==> config.mk <==
export PLATFORM = sky130hd
export DESIGN_NAME = psc_ctrl
export DESIGN_NICKNAME = d
export VERILOG_FILES = /design/src/psc_pkg.sv /design/src/psc_ctrl.sv
export SDC_FILE = /design/constraint.sdc
export NUM_CORES = 1
export LEC_CHECK = 0
export ABC_CLOCK_PERIOD_IN_PS = 2150
export BUFFER_PORTS_ARGS = -buffer_cell sky130_fd_sc_hd__buf_2
export CAP_MARGIN = 25
export CORE_MARGIN = 2
export CORE_UTILIZATION = 44
export DETAILED_ROUTE_END_ITERATION = 10
export PLACE_DENSITY = 0.77
export SYNTH_ARGS = -nofsm -noshare
export SYNTH_HDL_FRONTEND = slang
export SYNTH_SLANG_ARGS = --single-unit
==> constraint.sdc <==
create_clock -name clock -period 2.15 [get_ports clock]
set_clock_uncertainty 0.15 [all_clocks]
set_input_delay 0 -clock clock [delete_from_list [all_inputs] [get_ports clock]]
set_output_delay 0 -clock clock [all_outputs]
set_load 0.05 [all_outputs]
==> src/psc_pkg.sv <==
// Package for the polygon scanline crossings core.
// Holds shared constants, request codes and the controller/datapath structs.
// No dependencies.
package psc_pkg;

   // Default sizing handed to the top level parameters
   localparam int unsigned MAX_VERTICES_DEF = 32;
   localparam int unsigned COORD_BITS_DEF   = 32;

   // Port field widths
   localparam int unsigned FIELD_W = 32;
   localparam int unsigned IDX_W   = 6;

   // Result buffer sizing
   localparam int unsigned RES_CAP = 64;
   localparam int unsigned RES_AW  = 6;
   localparam int unsigned RES_CW  = 7;

   // Request codes
   localparam logic REQ_APPEND = 1'b0;
   localparam logic REQ_QUERY  = 1'b1;

   // Commands from the controller to the datapath
   typedef struct packed {
      logic append;
      logic query_init;
      logic rd_first;
      logic cap_first;
      logic rd_next;
      logic cap_next;
      logic push1;
      logic push2;
      logic cross_go;
      logic push_cross;
      logic advance;
      logic out_init;
      logic emit_empty;
      logic ord_rd;
      logic ord_emit;
      logic scan_step;
      logic sel_emit;
   } cmd_type;

   // Status from the datapath to the controller
   typedef struct packed {
      logic total_zero;
      logic walk_last;
      logic between;
      logic md_done;
      logic none;
      logic sort_mode;
      logic scan_end;
      logic out_last;
   } status_type;

endpackage

==> src/psc_ctrl.sv <==
// Controller: sequences append, edge walk, crossing wait and output phases.
// Depends on psc_pkg.
module psc_ctrl (
   input  logic                clock,
   input  logic                reset,
   input  logic                start,
   input  logic                req_type,
   input  psc_pkg::status_type status,
   output psc_pkg::cmd_type    cmd,
   output logic                busy
);
   import psc_pkg::*;

   localparam logic [4:0] S_IDLE   = 5'd0;
   localparam logic [4:0] S_RD0    = 5'd1;
   localparam logic [4:0] S_CAP0   = 5'd2;
   localparam logic [4:0] S_RDN    = 5'd3;
   localparam logic [4:0] S_CAPN   = 5'd4;
   localparam logic [4:0] S_HIT1   = 5'd5;
   localparam logic [4:0] S_HIT2   = 5'd6;
   localparam logic [4:0] S_CROSS  = 5'd7;
   localparam logic [4:0] S_MD     = 5'd8;
   localparam logic [4:0] S_NEXT   = 5'd9;
   localparam logic [4:0] S_OUTSEL = 5'd10;
   localparam logic [4:0] S_EMPTY  = 5'd11;
   localparam logic [4:0] S_ORD    = 5'd12;
   localparam logic [4:0] S_ORDE   = 5'd13;
   localparam logic [4:0] S_SCAN   = 5'd14;
   localparam logic [4:0] S_DRAIN  = 5'd15;
   localparam logic [4:0] S_SEL    = 5'd16;

   logic [4:0] state_ff, state_in;

   // Next state and commands
   always_comb begin
      state_in = state_ff;
      cmd      = '0;
      unique case (state_ff)
         S_IDLE: begin
            if (start) begin
               if (req_type == REQ_QUERY) begin
                  cmd.query_init = 1'b1;
                  state_in       = status.total_zero ? S_EMPTY : S_RD0;
               end else begin
                  cmd.append = 1'b1;
               end
            end
         end
         S_RD0: begin
            cmd.rd_first = 1'b1;
            state_in     = S_CAP0;
         end
         S_CAP0: begin
            cmd.cap_first = 1'b1;
            state_in      = S_RDN;
         end
         S_RDN: begin
            cmd.rd_next = 1'b1;
            state_in    = S_CAPN;
         end
         S_CAPN: begin
            cmd.cap_next = 1'b1;
            state_in     = S_HIT1;
         end
         S_HIT1: begin
            cmd.push1 = 1'b1;
            state_in  = S_HIT2;
         end
         S_HIT2: begin
            cmd.push2 = 1'b1;
            state_in  = S_CROSS;
         end
         S_CROSS: begin
            if (status.between) begin
               cmd.cross_go = 1'b1;
               state_in     = S_MD;
            end else begin
               state_in = S_NEXT;
            end
         end
         S_MD: begin
            if (status.md_done) begin
               cmd.push_cross = 1'b1;
               state_in       = S_NEXT;
            end
         end
         S_NEXT: begin
            cmd.advance = 1'b1;
            state_in    = status.walk_last ? S_OUTSEL : S_RDN;
         end
         S_OUTSEL: begin
            cmd.out_init = 1'b1;
            if (status.none) begin
               state_in = S_EMPTY;
            end else if (status.sort_mode) begin
               state_in = S_SCAN;
            end else begin
               state_in = S_ORD;
            end
         end
         S_EMPTY: begin
            cmd.emit_empty = 1'b1;
            state_in       = S_IDLE;
         end
         S_ORD: begin
            cmd.ord_rd = 1'b1;
            state_in   = S_ORDE;
         end
         S_ORDE: begin
            cmd.ord_emit = 1'b1;
            state_in     = status.out_last ? S_IDLE : S_ORD;
         end
         S_SCAN: begin
            cmd.scan_step = 1'b1;
            if (status.scan_end) begin
               state_in = S_DRAIN;
            end
         end
         S_DRAIN: begin
            state_in = S_SEL;
         end
         S_SEL: begin
            cmd.sel_emit = 1'b1;
            state_in     = status.out_last ? S_IDLE : S_SCAN;
         end
         default: state_in = S_IDLE;
      endcase
   end

   always_ff @(posedge clock) begin
      if (reset) begin
         state_ff <= S_IDLE;
      end else begin
         state_ff <= state_in;
      end
   end

   assign busy = state_ff != S_IDLE;

endmodule

==> run summary <==
Inst Count DP = 133
Biggest regs = state_ff x5
Max reg flops = 5
Place WS = 0.176 ns
I/O Buffers = 29
Status = completed
First-pass GRT wire length = 2680 um
Drt wl/cell = 12.6 um
HP Class = in -> reg
Worst-path clk slew = 0.05 ns
Reg with most FFs = state_ff
Nets@finish = 137
Yosys reg bits = 5
RePlAce Congestion = 0.913
Rel. slew slack = 0.696
DRT iter0 DRCs = 37
Final setup viols = 0
Layout cells sized above 1 = 0.306
Starting Density = 0.468
Longest Clk Path Bufs = 2
Critical path launch point type = flop
Total CTS buffers = 3
Clk sinks = 5
Syn Nets = 105
Min Clock Period, post-route = 2.03 ns
First-pass DRT Iterations = 4
Largest family of logic cells by synthesized area = simple AND/OR/NAND/NOR gates
Slew @ Worst Pin = 0.445 ns
Pins Over Slew Limit = 0
Fin Setup TNS = 0 ns
Mapped Area = 602 um2
H-Tree Depth = 1
Pleak = 0.391 nW
Synth Warn # = 0
Post-synthesis xor/xnor area fraction = 0
Die span in x = 41.0 um
Die height = 41.0 um
Peak VDD IR = 0.718 mV
Synth Area in Adders = 0
Top_reg_cell synth = dfxtp_1
Worst Path Arrival = 2.03 ns
Congestion Overflow GR = 0
PwrDens = 1480 nW/um2
Maxcap violations = 0
Routed Antenna Nets = 0
Netlist cell types = 34
Fmax = 493 MHz
Mux contribution to synthesized area = 0.0333
Via/cell ratio = 5.78
Total core area = 1280 um2
Area growth from synthesis to layout = 33.9%
Initial antenna violation count = 0
Area share of the largest cell type after synthesis = 0.166
Post-synth EDFFs = 0
Worst Hold Path Cells = 4
Crit path max fanout = 15
Worst Slack Setup Final = 0.120 ns
Endpoint type of the worst setup path = flop
R2r worst-path depth = 4
Diode count = 0
DIE AREA = 1680 um2
Vias = 803
CTS tree = built
Global Route Usage Sum = 0.233
Row Count = 13
Fin cells = 139
Tcrit/Tclk final = 0.944
Post-synth ARST share = 0
Required time worst endpoint = 2.15 ns
Post-synthesis compound-gate area fraction = 0.258
Synth Area in Simple Gates = 0.457
DP HPWL = 1280 um
Syn Area/Cell = 6.47 um2
Final Hold Viols = 0
Clock Latency Late Sink = 0.24 ns
Vias in the first global route = 658
Cells after synthesis = 93
Largest net degree at the start of global routing = 16
Seq/Total Area, Yosys = 0.166
CP Class = reg -> reg
# IOs = 30
RSZ-0062 raised after global routing = no
CTS Root Cell = clkbuf_4
Routed WL = 1760 um
Synth area leader = dfxtp_1
Drt drc = 0
Synth top area cells = dfxtp_1, nor2_1, a21oi_1
[cell type report]
cell class | instances | area (um2)
Sequential cell | 5 | 100
Tap cell | 15 | 18.8
Fill cell | 120 | 479
Clock buffer | 4 | 26.3
Timing Repair Buffer | 35 | 195
Inverter | 4 | 15.0
Multi-Input combinational cell | 76 | 450
[Yosys cell counts (2+ instances only)]
library cell,number
mux2i_1,2
o22a_1,2
nor2_1,20
nor2b_1,3
dfxtp_1,5
and3b_1,2
clkbuf_1,5
nor3b_1,2
a21oi_1,6
or3_1,2
a211oi_1,3
nand2b_1,3
o21bai_1,2
nor3_1,5
or3b_1,2
inv_1,4
nand2_1,7
and3_1,2
[cells by family after synthesis]
logic type             after synthesis
DFF                                  5
buffers and inverters               12
and+or+nand+nor                     53
muxes                                2
AOI/OAI and AO/OA                   21
[power breakdown]
group	total [mW]	switching [mW]	internal (mW)	leakage [nW]
Sequential	0.215	0.0905	0.125	0.0409
Combinational	0.861	0.564	0.297	0.335
Clock	0.112	0.0420	0.0704	0.0150
[metal layers]
| layer | wire (um) | GRT usage | up-vias |
|---|---|---|---|
| met2 | 852 | 0.445 | 40 |
| li1 | - | - | 389 |
| met5 | 0 | 0 | - |
| met1 | 765 | 0.287 | 372 |
| met4 | 10 | 0.0500 | 0 |
| met3 | 129 | 0 | 2 |
[cells in the final DEF (no fill, tap or decap)]
master	n
nand2b_1	3
dlygate4sd3_1	2
nand3b_1	1
nor4b_1	1
o21bai_1	2
or3b_1	2
nand3_1	1
inv_1	4
a221o_1	1
nand2_1	7
and3b_1	2
clkbuf_4	3
buf_4	4
a31oi_1	1
a2111oi_0	1
o211ai_1	1
or2_1	1
or3b_2	1
nor2_1	20
nor3_1	5
a21oi_1	6
mux2i_1	2
buf_2	29
a32o_1	1
a221oi_2	1
o21ai_0	1
dfxtp_1	5
clkbuf_1	1
a211oi_1	3
or3_1	2
and3_1	2
nor3b_1	2
o22a_1	2
o21a_1	1
nor2b_1	3
[worst max-delay path, cell delays in order (launching register included)]
cell,delay (ns)
dfxtp_1,0.58
or3b_1,0.39
a2111oi_0,0.48
nor3_1,0.12
nor3_1,0.22
[worst paths after layout]
kind / from / endpoint / slack (ns)
worst min register to register: state_ff[0]$_SDFFE_PP0P_ / state_ff[1]$_SDFFE_PP0P_ / 0.57
worst min-delay path: status[6] / state_ff[0]$_SDFFE_PP0P_ / 0.02
worst max register to register: state_ff[1]$_SDFFE_PP0P_ / state_ff[0]$_SDFFE_PP0P_ / 0.12
worst max-delay path: state_ff[1]$_SDFFE_PP0P_ / state_ff[0]$_SDFFE_PP0P_ / 0.12
[through the flow]
stage | util | hold slack [ns] | area (um2) | power (mW)
2_1_floorplan | - | -0.0838 | 602 | 0.902
3_3_place_gp | 0.591 | 0.0872 | 759 | 1.07
3_5_place_dp | 0.591 | 0.0929 | 759 | 1.06
4_1_cts | 0.627 | 0.0346 | 806 | 1.18
5_1_grt | 0.627 | 0.0447 | 806 | 1.29
6_report | 0.627 | 0.0210 | 806 | 1.19
[repair_timing]
item | 4_1_cts | 5_1_grt
hold buffers | 2 | 0
endpoints found under the setup margin | 0 | 0
endpoints found under the hold margin | 5 | 0
gates resized for setup | 0 | 0
buffers inserted | 0 | 0
No activity file was read; power rests on OpenSTA's default activity.
